$ cat src/hdl/drbs_pkg.sv
`default_nettype none

package drbs_pkg;

    localparam int RANGE_W     = 16;
    localparam int DATA_W      = 14;
    localparam int CALIB_SUM_W = 20;
    localparam int COUNT_W     = 7;
    localparam int REL_W       = 15;
    localparam int QUOT_W      = 14;
    localparam int CFG_IDX_W   = 2;
    localparam int CFG_DATA_W  = 7;

    localparam int LIMIT_MM  = 8200;
    localparam int NO_TARGET = 65535;

    localparam logic [CFG_IDX_W-1:0] CFG_ENABLE_A    = 2'd0;
    localparam logic [CFG_IDX_W-1:0] CFG_ENABLE_B    = 2'd1;
    localparam logic [CFG_IDX_W-1:0] CFG_CALIB_COUNT = 2'd2;

    localparam logic [COUNT_W-1:0] CALIB_COUNT_RESET = 7'd5;

    typedef enum logic [2:0] {
        ST_IDLE,
        ST_CAL_CHECK,
        ST_CAL_DIV,
        ST_PUSH,
        ST_WIN,
        ST_AVG,
        ST_OUT
    } state_t;

endpackage

`default_nettype wire

$ cat src/hdl/drbs_div.sv
`default_nettype none

module drbs_div (
    input  logic                                aclk,
    input  logic                                aresetn,
    input  logic                                start,
    input  logic [drbs_pkg::CALIB_SUM_W-1:0]    dividend,
    input  logic [drbs_pkg::COUNT_W-1:0]        divisor,
    output logic                                done,
    output logic [drbs_pkg::QUOT_W-1:0]         quotient
);
    import drbs_pkg::*;

    localparam int STEP_W = $clog2(QUOT_W + 1);

    logic [COUNT_W-1:0] rem_reg, rem_next;
    logic [QUOT_W-1:0]  shift_reg, shift_next;
    logic [COUNT_W-1:0] divisor_reg;
    logic [STEP_W-1:0]  step_reg;
    logic               busy_reg;
    logic               done_reg;
    logic [COUNT_W:0]   trial;
    logic               ge;

    // The quotient is known to fit in QUOT_W bits, so the upper dividend bits
    // start out as the partial remainder and only QUOT_W steps are needed.
    always_comb begin
        trial      = {rem_reg, shift_reg[QUOT_W-1]};
        ge         = trial >= {1'b0, divisor_reg};
        rem_next   = ge ? COUNT_W'(trial - {1'b0, divisor_reg}) : trial[COUNT_W-1:0];
        shift_next = {shift_reg[QUOT_W-2:0], ge};
    end

    always_ff @(posedge aclk) begin
        if (!aresetn) begin
            busy_reg <= 1'b0;
            done_reg <= 1'b0;
            step_reg <= '0;
        end else begin
            done_reg <= 1'b0;
            if (start) begin
                busy_reg <= 1'b1;
                step_reg <= STEP_W'(QUOT_W);
            end else if (busy_reg) begin
                step_reg <= step_reg - 1'b1;
                if (step_reg == STEP_W'(1)) begin
                    busy_reg <= 1'b0;
                    done_reg <= 1'b1;
                end
            end
        end
    end

    always_ff @(posedge aclk) begin
        if (start) begin
            rem_reg     <= COUNT_W'(dividend[CALIB_SUM_W-1:QUOT_W]);
            shift_reg   <= dividend[QUOT_W-1:0];
            divisor_reg <= divisor;
        end else if (busy_reg) begin
            rem_reg   <= rem_next;
            shift_reg <= shift_next;
        end
    end

    assign done     = done_reg;
    assign quotient = shift_reg;

endmodule

`default_nettype wire

$ cat src/hdl/drbs_win.sv
`default_nettype none

module drbs_win #(
    parameter int WINDOW = 5
) (
    input  logic                                            aclk,
    input  logic                                            aresetn,
    input  logic                                            push,
    input  logic [drbs_pkg::DATA_W-1:0]                     new_a,
    input  logic [drbs_pkg::DATA_W-1:0]                     new_b,
    output logic                                            done,
    output logic [$clog2(WINDOW*drbs_pkg::LIMIT_MM+1)-1:0]  sum_a,
    output logic [$clog2(WINDOW*drbs_pkg::LIMIT_MM+1)-1:0]  sum_b,
    output logic [$clog2(WINDOW+1)-1:0]                     count
);
    import drbs_pkg::*;

    localparam int PTR_W = (WINDOW > 1) ? $clog2(WINDOW) : 1;
    localparam int CNT_W = $clog2(WINDOW + 1);
    localparam int SUM_W = $clog2(WINDOW * LIMIT_MM + 1);

    logic [DATA_W-1:0] mem_a [WINDOW];
    logic [DATA_W-1:0] mem_b [WINDOW];

    logic [DATA_W-1:0] old_a_reg, old_b_reg;
    logic [DATA_W-1:0] new_a_reg, new_b_reg;
    logic [PTR_W-1:0]  pos_reg, pos_next;
    logic              full_reg;
    logic              wrap;
    logic              upd_reg;
    logic              done_reg;
    logic [SUM_W-1:0]  sum_a_reg, sum_b_reg;
    logic [SUM_W-1:0]  sum_a_next, sum_b_next;
    logic [CNT_W-1:0]  count_reg;

    // The oldest entry leaves the running sum only once every slot holds data.
    always_comb begin
        wrap       = pos_reg == PTR_W'(WINDOW - 1);
        pos_next   = wrap ? '0 : pos_reg + 1'b1;
        sum_a_next = sum_a_reg - (full_reg ? SUM_W'(old_a_reg) : '0) + SUM_W'(new_a_reg);
        sum_b_next = sum_b_reg - (full_reg ? SUM_W'(old_b_reg) : '0) + SUM_W'(new_b_reg);
    end

    always_ff @(posedge aclk) begin
        if (push) begin
            old_a_reg <= mem_a[pos_reg];
            old_b_reg <= mem_b[pos_reg];
            new_a_reg <= new_a;
            new_b_reg <= new_b;
        end
        if (upd_reg) begin
            mem_a[pos_reg] <= new_a_reg;
            mem_b[pos_reg] <= new_b_reg;
            count_reg      <= (wrap || full_reg) ? CNT_W'(WINDOW) : CNT_W'(pos_reg) + 1'b1;
        end
    end

    always_ff @(posedge aclk) begin
        if (!aresetn) begin
            upd_reg   <= 1'b0;
            done_reg  <= 1'b0;
            pos_reg   <= '0;
            full_reg  <= 1'b0;
            sum_a_reg <= '0;
            sum_b_reg <= '0;
        end else begin
            upd_reg  <= push;
            done_reg <= upd_reg;
            if (upd_reg) begin
                pos_reg   <= pos_next;
                sum_a_reg <= sum_a_next;
                sum_b_reg <= sum_b_next;
                if (wrap) begin
                    full_reg <= 1'b1;
                end
            end
        end
    end

    assign done  = done_reg;
    assign sum_a = sum_a_reg;
    assign sum_b = sum_b_reg;
    assign count = count_reg;

endmodule

`default_nettype wire

$ cat src/hdl/dual_range_baseline_smoother_top.sv
`default_nettype none

// Channel   Direction  Handshake         Payload
// s_        in         s_valid/s_ready   s_range_a, s_ready_a, s_range_b, s_ready_b
// m_        out        m_valid/m_ready   m_rel_a, m_rel_b_neg
// cfg_      in         cfg_valid/cfg_ready  cfg_index, cfg_data
//
// A beat that produces a result passes from acceptance through the window update
// and the bit-serial divider before the next beat can be accepted.
// A calibration beat that reaches the sample count uses the same divider.
// Reset is synchronous and active low; the window memory is not cleared.
// A result waits in the output register while m_ready is low, and no new beat
// is taken until the previous one has finished.

module dual_range_baseline_smoother_top #(
    parameter int WINDOW = 5
) (
    input  logic                                    aclk,
    input  logic                                    aresetn,
    input  logic                                    s_valid,
    output logic                                    s_ready,
    input  logic [drbs_pkg::RANGE_W-1:0]            s_range_a,
    input  logic                                    s_ready_a,
    input  logic [drbs_pkg::RANGE_W-1:0]            s_range_b,
    input  logic                                    s_ready_b,
    output logic                                    m_valid,
    input  logic                                    m_ready,
    output logic signed [drbs_pkg::REL_W-1:0]       m_rel_a,
    output logic signed [drbs_pkg::REL_W-1:0]       m_rel_b_neg,
    input  logic                                    cfg_valid,
    output logic                                    cfg_ready,
    input  logic [drbs_pkg::CFG_IDX_W-1:0]          cfg_index,
    input  logic [drbs_pkg::CFG_DATA_W-1:0]         cfg_data
);
    import drbs_pkg::*;

    localparam int WIN_CNT_W = $clog2(WINDOW + 1);
    localparam int WIN_SUM_W = $clog2(WINDOW * LIMIT_MM + 1);

    state_t state_reg, state_next;

    logic                   enable_a_reg, enable_b_reg;
    logic [COUNT_W-1:0]     calib_count_reg;
    logic                   calibrated_reg;
    logic [CALIB_SUM_W-1:0] calib_sum_a_reg, calib_sum_b_reg;
    logic [COUNT_W-1:0]     calib_cnt_a_reg, calib_cnt_b_reg;
    logic [DATA_W-1:0]      offset_a_reg, offset_b_reg;
    logic [DATA_W-1:0]      da_reg, db_reg;
    logic                   m_valid_reg;
    logic [REL_W-1:0]       rel_a_reg, rel_b_neg_reg;

    logic              accept;
    logic              va, vb, data_valid, both_off;
    logic [DATA_W-1:0] da, db;
    logic              cal_hit;

    logic                   win_push, win_done;
    logic [WIN_SUM_W-1:0]   win_sum_a, win_sum_b;
    logic [WIN_CNT_W-1:0]   win_count;
    logic                   div_start, div_sel_cal;
    logic                   div_done_a, div_done_b;
    logic [CALIB_SUM_W-1:0] dividend_a, dividend_b;
    logic [COUNT_W-1:0]     divisor_a, divisor_b;
    logic [QUOT_W-1:0]      quot_a, quot_b;
    logic                   out_load, cal_finish;

    always_comb begin
        va = enable_a_reg && s_ready_a && (s_range_a <= RANGE_W'(LIMIT_MM))
             && (s_range_a != RANGE_W'(NO_TARGET));
        vb = enable_b_reg && s_ready_b && (s_range_b <= RANGE_W'(LIMIT_MM))
             && (s_range_b != RANGE_W'(NO_TARGET));
        da = va ? s_range_a[DATA_W-1:0] : '0;
        db = vb ? s_range_b[DATA_W-1:0] : '0;
        data_valid = va || vb;
        both_off   = !enable_a_reg && !enable_b_reg;
        cal_hit    = (calib_cnt_a_reg >= calib_count_reg)
                     || (calib_cnt_b_reg >= calib_count_reg);
    end

    always_comb begin
        state_next = state_reg;
        unique case (state_reg)
            ST_IDLE: begin
                if (accept && !both_off) begin
                    if (calibrated_reg) begin
                        state_next = ST_PUSH;
                    end else if (data_valid) begin
                        state_next = ST_CAL_CHECK;
                    end
                end
            end
            ST_CAL_CHECK: state_next = cal_hit ? ST_CAL_DIV : ST_IDLE;
            ST_CAL_DIV: begin
                if (div_done_a) begin
                    state_next = ST_IDLE;
                end
            end
            ST_PUSH: state_next = ST_WIN;
            ST_WIN: begin
                if (win_done) begin
                    state_next = ST_AVG;
                end
            end
            ST_AVG: begin
                if (div_done_a) begin
                    state_next = ST_OUT;
                end
            end
            ST_OUT: begin
                if (out_load) begin
                    state_next = ST_IDLE;
                end
            end
            default: state_next = ST_IDLE;
        endcase
    end

    always_comb begin
        s_ready     = state_reg == ST_IDLE;
        win_push    = state_reg == ST_PUSH;
        div_sel_cal = state_reg == ST_CAL_CHECK;
        div_start   = (state_reg == ST_CAL_CHECK && cal_hit)
                      || (state_reg == ST_WIN && win_done);
        out_load    = state_reg == ST_OUT && (!m_valid_reg || m_ready);
        cal_finish  = state_reg == ST_CAL_DIV && div_done_a;
    end

    assign accept    = s_valid && s_ready;
    assign cfg_ready = 1'b1;

    always_comb begin
        if (div_sel_cal) begin
            dividend_a = calib_sum_a_reg;
            dividend_b = calib_sum_b_reg;
            divisor_a  = calib_cnt_a_reg;
            divisor_b  = calib_cnt_b_reg;
        end else begin
            dividend_a = CALIB_SUM_W'(win_sum_a);
            dividend_b = CALIB_SUM_W'(win_sum_b);
            divisor_a  = COUNT_W'(win_count);
            divisor_b  = COUNT_W'(win_count);
        end
    end

    drbs_win #(
        .WINDOW (WINDOW)
    ) u_win (
        .aclk    (aclk),
        .aresetn (aresetn),
        .push    (win_push),
        .new_a   (da_reg),
        .new_b   (db_reg),
        .done    (win_done),
        .sum_a   (win_sum_a),
        .sum_b   (win_sum_b),
        .count   (win_count)
    );

    drbs_div u_div_a (
        .aclk     (aclk),
        .aresetn  (aresetn),
        .start    (div_start),
        .dividend (dividend_a),
        .divisor  (divisor_a),
        .done     (div_done_a),
        .quotient (quot_a)
    );

    drbs_div u_div_b (
        .aclk     (aclk),
        .aresetn  (aresetn),
        .start    (div_start),
        .dividend (dividend_b),
        .divisor  (divisor_b),
        .done     (div_done_b),
        .quotient (quot_b)
    );

    always_ff @(posedge aclk) begin
        if (!aresetn) begin
            state_reg       <= ST_IDLE;
            enable_a_reg    <= 1'b1;
            enable_b_reg    <= 1'b1;
            calib_count_reg <= CALIB_COUNT_RESET;
            calibrated_reg  <= 1'b0;
            calib_sum_a_reg <= '0;
            calib_sum_b_reg <= '0;
            calib_cnt_a_reg <= '0;
            calib_cnt_b_reg <= '0;
            offset_a_reg    <= '0;
            offset_b_reg    <= '0;
            m_valid_reg     <= 1'b0;
        end else begin
            state_reg <= state_next;

            if (cfg_valid && cfg_ready) begin
                unique case (cfg_index)
                    CFG_ENABLE_A:    enable_a_reg    <= cfg_data[0];
                    CFG_ENABLE_B:    enable_b_reg    <= cfg_data[0];
                    CFG_CALIB_COUNT: calib_count_reg <= cfg_data;
                    default: ;
                endcase
            end

            if (accept && !both_off && !calibrated_reg && data_valid) begin
                if (da != '0) begin
                    calib_sum_a_reg <= calib_sum_a_reg + CALIB_SUM_W'(da);
                    calib_cnt_a_reg <= calib_cnt_a_reg + 1'b1;
                end
                if (db != '0) begin
                    calib_sum_b_reg <= calib_sum_b_reg + CALIB_SUM_W'(db);
                    calib_cnt_b_reg <= calib_cnt_b_reg + 1'b1;
                end
            end

            // An offset changes only for an enabled channel that saw samples.
            if (cal_finish) begin
                calibrated_reg <= 1'b1;
                if (enable_a_reg && calib_cnt_a_reg != '0) begin
                    offset_a_reg <= quot_a;
                end
                if (enable_b_reg && calib_cnt_b_reg != '0 && div_done_b) begin
                    offset_b_reg <= quot_b;
                end
            end

            if (out_load) begin
                m_valid_reg <= 1'b1;
            end else if (m_ready) begin
                m_valid_reg <= 1'b0;
            end
        end
    end

    always_ff @(posedge aclk) begin
        if (accept) begin
            da_reg <= da;
            db_reg <= db;
        end
        if (out_load) begin
            rel_a_reg     <= {1'b0, quot_a} - {1'b0, offset_a_reg};
            rel_b_neg_reg <= {1'b0, offset_b_reg} - {1'b0, quot_b};
        end
    end

    assign m_valid     = m_valid_reg;
    assign m_rel_a     = rel_a_reg;
    assign m_rel_b_neg = rel_b_neg_reg;

endmodule

`default_nettype wire
$ cat config.mk
export PLATFORM = sky130hd
export DESIGN_NAME = dual_range_baseline_smoother_top
export DESIGN_NICKNAME = d
export VERILOG_FILES = /design/src/hdl/drbs_pkg.sv /design/src/hdl/drbs_div.sv /design/src/hdl/drbs_win.sv /design/src/hdl/dual_range_baseline_smoother_top.sv
export SDC_FILE = /design/constraint.sdc
export NUM_CORES = 1
export LEC_CHECK = 0
export BUFFER_PORTS_ARGS = -buffer_cell sky130_fd_sc_hd__buf_2
export CAP_MARGIN = 20
export CELL_PAD_IN_SITES_DETAIL_PLACEMENT = 0
export CELL_PAD_IN_SITES_GLOBAL_PLACEMENT = 1
export CORE_MARGIN = 5
export CORE_UTILIZATION = 54
export CTS_CLUSTER_DIAMETER = 30
export DETAILED_ROUTE_END_ITERATION = 6
export PLACE_DENSITY = 0.91
export SYNTH_ARGS = -nofsm -noshare
export SYNTH_HDL_FRONTEND = slang
export SYNTH_HIERARCHICAL = 1
export SYNTH_SLANG_ARGS = --single-unit
$ cat constraint.sdc
create_clock -name aclk -period 9.8 [get_ports aclk]
set_input_delay 1.96 -clock aclk [delete_from_list [all_inputs] [get_ports aclk]]
set_output_delay 1.96 -clock aclk [all_outputs]
set_load 0.05 [all_outputs]
==> results of run 1 <==
per-stage QoR:
stage	hold slack [ns]	area [sq um]	power, mW	utilization
6_report	0.4133	28000	5.321	0.6345
5_1_grt	0.4127	28000	5.487	0.6345
4_1_cts	0.4146	27950	5.360	0.6334
3_5_place_dp	0.4059	25010	2.429	0.5667
3_3_place_gp	0.4045	25000	2.421	0.5665
2_1_floorplan	0.4003	24050	2.347	-
Yosys cell counts, types with 19 or more instances:
master	n
and2_1	75
nor4_1	20
nor2_1	176
dfxtp_1	148
mux2_2	41
nand2_1	219
clkbuf_1	60
mux2i_1	81
o21ai_0	84
inv_1	210
edfxtp_1	311
nand3_1	59
nand2b_1	19
o21a_1	30
a21oi_1	138
nor2b_1	20
ha_1	126
a21o_1	29
nor3_1	36
xnor2_1	47
a22oi_1	27
o211ai_1	19
fa_1	34
a211oi_1	23
layer usage:
| metal | GRT usage | up-vias | wire, um |
|---|---|---|---|
| li1 | - | 8346 | - |
| met1 | 0.3016 | 8503 | 24860 |
| met2 | 0.3735 | 461 | 27000 |
| met3 | 0.04002 | 106 | 2820 |
| met4 | 0.07543 | 2 | 1498 |
| met5 | 0 | - | 13 |
cell families (layout without fill, tap and decap cells):
logic type,after synthesis,in the layout,synth area share
AOI/OAI and AO/OA,465,465,0.1272
DFF,459,459,0.5114
adders and majority gates,160,160,0.09384
muxes,125,125,0.05571
xor gates and xnor gates,62,62,0.02258
buffers and inverters,299,476,0.04989
other,1,2,0.0001559
and+or+nand+nor,702,702,0.1392
final cells by class:
cell class / instances / area share
sequential: 459 / 0.4394
multi-input combinational: 1515 / 0.3789
clock buffer: 101 / 0.08334
inverter: 211 / 0.02829
tap: 592 / 0.02645
clock inverter: 60 / 0.02185
timing repair buffer: 104 / 0.02167
antenna: 1 / 0.00008937
power breakdown:
group | internal, mW | leakage [nW] | switching (mW)
clock | 1.89 | 1.42 | 1.04
combinational | 0.0845 | 5.47 | 0.166
sequential | 2.11 | 4.00 | 0.0337
how the worst min path moves through the flow:
stage | from | end | slack (ns) | cells past startpoint
4_1_cts | db_reg[13] | u_win/new_b_reg[13] | 0.41 | 0
3_5_place_dp | da_reg[9] | u_win/new_a_reg[9] | 0.41 | 0
6_report | db_reg[13] | u_win/new_b_reg[13] | 0.41 | 0
2_1_floorplan | da_reg[0] | u_win/new_a_reg[0] | 0.40 | 0
3_3_place_gp | db_reg[11] | u_win/new_b_reg[11] | 0.40 | 0
5_1_grt | db_reg[13] | u_win/new_b_reg[13] | 0.41 | 0
worst reg2reg max path, delay by kind of cell (launching register included):
kind            cells  cell delay (ns)
simple gates        2             0.82
fa+ha+maj           2             0.45
flops               1             0.53
compound gates      7             2.23
==> flow_metrics.py, run 1 <==
metrics = {
    "worst_setup_path": {
        "critical_path.cell_chain": "buf_2 > nor3_1 > o2111ai_1 > a21oi_1 > and2_1 > ha_1 > fa_1 > a211oi_1 > o21bai_1 > a2111oi_0 > or3b_2 > o311ai_0 > o41ai_1",
        "critPathMaxStageDelay_ns": 0.86,
        "crit-reg2reg-capture": "calib_sum_a_reg[16]",
        "cp_max_fo": 15,
        "cp.depth": 13,
        "r2r_start": "enable_a_reg",
        "start_kind": "input port",
        "ff2ff_path_depth": 11,
        "crit_path_start": "s_range_a[0]",
        "endpoint_kind": "flip-flop",
        "r2r_setup_slack_ns": 5.63,
        "endpoint": "calib_sum_a_reg[16]",
        "crit_family": "compound AO/OA/AOI/OAI gates",
        "critPathSlowestCell": "a21oi_1",
        "path_class": "input port to flip-flop",
        "worstPathRequired_ns": 10.25,
        "arrival_ns": 6.13,
        "path_buf_inv": 1,
    },
    "power_and_ir_drop": {
        "ir_drop_mv": 0.1483,
        "power_density_nw_per_um2": 190.0,
        "leakage_nw": 10.89,
    },
    "clock_network": {
        "ctsLongestPathBuffers": 3,
        "cts_buffers": 86,
        "cts_resized": 0,
        "cts_tree": "built",
        "clockRootBuffer": "clkbuf_16",
        "clkLatencyLatePin_ns": 0.62,
        "cts_sinks": 459,
        "clkTransAtPathRegs_ns": 0.05,
        "cts_setup_buffers": 0,
        "htree_num_levels": 3,
        "cts_hold_buf": 0,
    },
    "routing": {
        "via_per_inst": 5.724,
        "drcViolationCount": 0,
        "avgRoutedWirePerCell_um": 18.47,
        "final_antenna_net_count": 0,
        "dr.first_iter.drc_count": 1274,
        "drt_first_pass_iters": 5,
        "num_vias": 17420,
        "wirelength_um": 56190,
    },
    "yosys": {
        "yosysSeqAreaShare": 0.5114,
        "ys_warn_count": 6,
        "synth_flop_cell": "edfxtp_1",
        "synth-edff-count": 311,
        "syn_avg_cell_area_sq_um": 10.58,
        "ys_top_cells_by_area": "edfxtp_1 (39%), dfxtp_1 (12%), ha_1 (6.6%)",
        "ys_seq_elements": 459,
        "yosysTopAreaCell": "edfxtp_1",
        "syn_area_sq_um": 24050,
        "async_flop_share": 0,
        "synth_top_area_frac": 0.3883,
        "syn_inst": 2273,
        "synth_cell_types": 82,
        "syn-num-nets": 2481,
    },
    "layout": {
        "seqCellArea_sq_um": 12300,
        "drive_gt1_frac": 0.1416,
        "layout_common_cells": "edfxtp_1 (311), nand2_1 (219), inv_1 (209)",
        "nets": 2585,
        "finalNonFillerCells": 3043,
        "fillers": 3513,
        "multi_input_area_sq_um": 10610,
        "reg_top3": "u_win/mem_a (70), u_win/mem_b (70)",
        "final_common_cell": "edfxtp_1",
        "syn_to_final_growth_pct": 16.41,
    },
    "floorplan": {
        "die_height_um": 221.1,
        "ios": 81,
        "fp.dieW_um": 221.1,
        "floorplan.die_area_sq_um": 48860,
        "num_rows": 77,
        "start_util": 0.5451,
        "fp.coreArea_sq_um": 44120,
    },
    "grt": {
        "grt_pass1_vias": 17220,
        "antenna_found_initial": 2,
        "overflow": 0,
        "gr-usage-all-layers": 0.2250,
        "grt_max_degree": 81,
        "grt_pass1_wl_um": 89820,
    },
    "status": {
        "status": "finished clean",
    },
    "timing": {
        "report.final.slew_viol_count": 0,
        "fin_crit_sh": 0.5788,
        "slew_headroom": 0.2820,
        "grt_setup_unrepaired": "no",
        "worst_slack_ns": 4.128,
        "fin_skew_ns": 0.01975,
        "setup-violations-final": 0,
        "hold_viol": 0,
        "final.min_clock_period_ns": 5.672,
        "tightest_slew_ns": 1.074,
        "timing.fmax_ghz": 0.1763,
        "finalSetupTns_ns": 0,
    },
    "place": {
        "dp_hpwl_um": 37860,
        "io_buffer_count": 79,
        "dp.cells": 2878,
        "gp_congestion": 0.9042,
        "dp_slack_ns": 3.696,
    },
    "job": {
        "maxCapViolCount": 0,
    },
    "min_path": {
        "hold_path.class": "flip-flop to flip-flop",
    },
}
Power figures use the tool's default switching activity.
==> inputs of run 2 (changes only) <==
--- a/config.mk
+++ b/config.mk
@@ -10,10 +10,10 @@
 export CELL_PAD_IN_SITES_DETAIL_PLACEMENT = 0
 export CELL_PAD_IN_SITES_GLOBAL_PLACEMENT = 1
 export CORE_MARGIN = 5
-export CORE_UTILIZATION = 54
+export CORE_UTILIZATION = 45
 export CTS_CLUSTER_DIAMETER = 30
 export DETAILED_ROUTE_END_ITERATION = 6
-export PLACE_DENSITY = 0.91
+export PLACE_DENSITY = 0.82
 export SYNTH_ARGS = -nofsm -noshare
 export SYNTH_HDL_FRONTEND = slang
 export SYNTH_HIERARCHICAL = 1
==> constraint.sdc (replaced) <==
create_clock -name aclk -period 4.7 [get_ports aclk]
set_input_delay 0.94 -clock aclk [delete_from_list [all_inputs] [get_ports aclk]]
set_output_delay 0.94 -clock aclk [all_outputs]
set_load 0.05 [all_outputs]
==> run 2 against run 1 <==
- combinational power increased by 110%
- routed wire length increased by 3.3%
- global-route usage decreased by 2.6 points
- sequential power increased by 110%
- via count about the same
- clock power increased by 140%
- cell count increased by 4.1%
- critical endpoint unchanged
- highest routed layer is now met4
==> flow_metrics.py, run 2 (synthesis gave the netlist of run 1 again) <==
metrics = {
    "status": {
        "status": "finished clean",
    },
    "worst_setup_path": {
        "critical_path.cell_chain": "buf_2 > nor4_1 > nand3_1 > a21oi_1 > buf_4 > and2_1 > ha_1 > fa_1 > a211oi_1 > o21bai_1 > a2111oi_0 > or3b_2 > o311ai_0 > o41ai_1",
        "endpoint_kind": "flip-flop",
        "ff2ff_path_depth": 12,
        "worstPathRequired_ns": 5.16,
        "r2r_setup_slack_ns": 0.81,
        "cp_max_fo": 6,
        "crit_family": "compound AO/OA/AOI/OAI gates",
        "crit-reg2reg-capture": "calib_sum_a_reg[16]",
        "r2r_start": "enable_a_reg",
        "start_kind": "input port",
        "path_class": "input port to flip-flop",
        "arrival_ns": 4.40,
        "path_buf_inv": 2,
        "cp.depth": 14,
        "critPathMaxStageDelay_ns": 0.55,
        "critPathSlowestCell": "or3b_2",
    },
    "clock_network": {
        "clkTransAtPathRegs_ns": 0.05,
        "cts_buffers": 97,
        "cts_hold_buf": 0,
        "clkLatencyLatePin_ns": 0.62,
        "cts_tree": "built",
        "htree_num_levels": 3,
        "cts_setup_buffers": 0,
        "cts_resized": 0,
        "ctsLongestPathBuffers": 3,
        "clockRootBuffer": "clkbuf_16",
        "cts_sinks": 459,
    },
    "timing": {
        "fin_skew_ns": 0.03091,
        "slew_headroom": 0.2805,
        "report.final.slew_viol_count": 0,
        "timing.fmax_ghz": 0.2540,
        "hold_viol": 0,
        "fin_crit_sh": 0.8378,
        "final.min_clock_period_ns": 3.938,
        "grt_setup_unrepaired": "no",
        "tightest_slew_ns": 1.079,
        "setup-violations-final": 0,
        "finalSetupTns_ns": 0,
    },
    "floorplan": {
        "fp.coreArea_sq_um": 52760,
        "die_height_um": 241.2,
        "fp.dieW_um": 241.2,
        "floorplan.die_area_sq_um": 58180,
        "num_rows": 84,
        "start_util": 0.4559,
        "ios": 81,
    },
    "grt": {
        "overflow": 0,
        "gr-usage-all-layers": 0.1993,
        "grt_pass1_vias": 17590,
        "grt_pass1_wl_um": 93130,
        "antenna_found_initial": 3,
        "grt_max_degree": 60,
    },
    "layout": {
        "reg_top3": "u_win/mem_a (70), u_win/mem_b (70)",
        "fillers": 4501,
        "syn_to_final_growth_pct": 18.98,
        "nets": 2606,
        "finalNonFillerCells": 3169,
        "drive_gt1_frac": 0.1532,
        "final_common_cell": "edfxtp_1",
        "layout_common_cells": "edfxtp_1 (311), nand2_1 (219), inv_1 (209)",
        "antenna_cells": 0,
        "finish.instance_area_sq_um": 28620,
    },
    "routing": {
        "drcViolationCount": 0,
        "num_vias": 17410,
        "via_per_inst": 5.494,
        "final_antenna_net_count": 0,
        "drt_first_pass_iters": 5,
        "wirelength_um": 58030,
        "avgRoutedWirePerCell_um": 18.31,
        "dr.first_iter.drc_count": 1263,
    },
    "power_and_ir_drop": {
        "ir_drop_mv": 0.2917,
        "leakage_nw": 11.17,
        "power_density_nw_per_um2": 417.1,
    },
    "place": {
        "placed_cell_area_sq_um": 25220,
        "io_buffer_count": 79,
        "dp_hpwl_um": 39810,
        "dp.cells": 2987,
        "gp_congestion": 0.9083,
    },
    "min_path": {
        "hold_path.class": "flip-flop to flip-flop",
        "hold_end": "u_win/new_a_reg[10]",
        "hold_path_startpoint": "da_reg[10]",
        "hold_path_depth": 0,
    },
    "job": {
        "maxCapViolCount": 0,
    },
}
## run 2: changes by cell type in the layout (fill, tap and decap cells not counted), moves of 2 or more
cell | before | now
clkinv_2 | 13 | 20
buf_4 | 22 | 35
clkbuf_16 | 90 | 104
bufinv_16 | 6 | 10
clkinv_4 | 13 | 9
clkinv_8 | 3 | 1
inv_6 | 10 | 12
clkinv_1 | 5 | 0
clkbuf_1 | 7 | 10
## run 2: worst max-delay path by stage
stage	slack, ns	to	from
after CTS	0.87	calib_sum_a_reg[16]	s_range_a[4]
after global placement	0.41	calib_sum_a_reg[18]	s_range_a[4]
final	0.76	calib_sum_a_reg[16]	s_range_a[4]
after floorplan	0.56	u_win/mem_a[1][0]	u_win/pos_reg[0]
after global routing	0.62	calib_sum_a_reg[16]	s_range_a[4]
after detailed placement	0.24	calib_sum_a_reg[16]	s_range_a[4]
## run 2: where the power goes
group	total, mW	internal, mW	switching [mW]
clock	6.93	4.67	2.27
combinational	0.529	0.178	0.352
sequential	4.48	4.41	0.0692
## run 2: stage by stage
stage                     hold slack (ns)  utilization  power [mW]  setup WS, ns
final                              0.4091       0.5424       11.94        0.7623
after global routing               0.4310       0.5424       12.32        0.6162
after CTS                          0.4096       0.5424       12.05        0.8688
after detailed placement           0.4056       0.4781       5.071        0.2416
after global placement             0.4012       0.4781       5.060        0.4101
after floorplan                    0.4003            -       4.895        0.5568
## run 2: layer usage
layer	vias to the layer above	track usage	wire, um
li1	8407	-	-
met2	452	0.3249	27310
met5	-	0	0
met1	8440	0.2722	26220
met3	113	0.03805	2960
met4	0	0.06138	1529
## run 2: worst register-to-register path: stages (launching register included)
cell and delay [ns]:
dfxtp_1 0.66, o2111ai_1 0.25, a21oi_1 0.23, buf_4 0.21, and2_1 0.17, ha_1 0.19, fa_1 0.24, a211oi_1 0.12
o21bai_1 0.36, a2111oi_0 0.24, or3b_2 0.55, o311ai_0 0.39, o41ai_1 0.14
## run 2: final cells by class
cell class | count | area (sq um) | share of cell area
tap | 688 | 860.8 | 0.03008
inverter | 211 | 792.0 | 0.02767
clock inverter | 63 | 686.9 | 0.02400
timing repair buffer | 114 | 658.1 | 0.02300
multi-input combinational | 1515 | 10610 | 0.3707
clock buffer | 119 | 2709 | 0.09465
sequential | 459 | 12300 | 0.4299
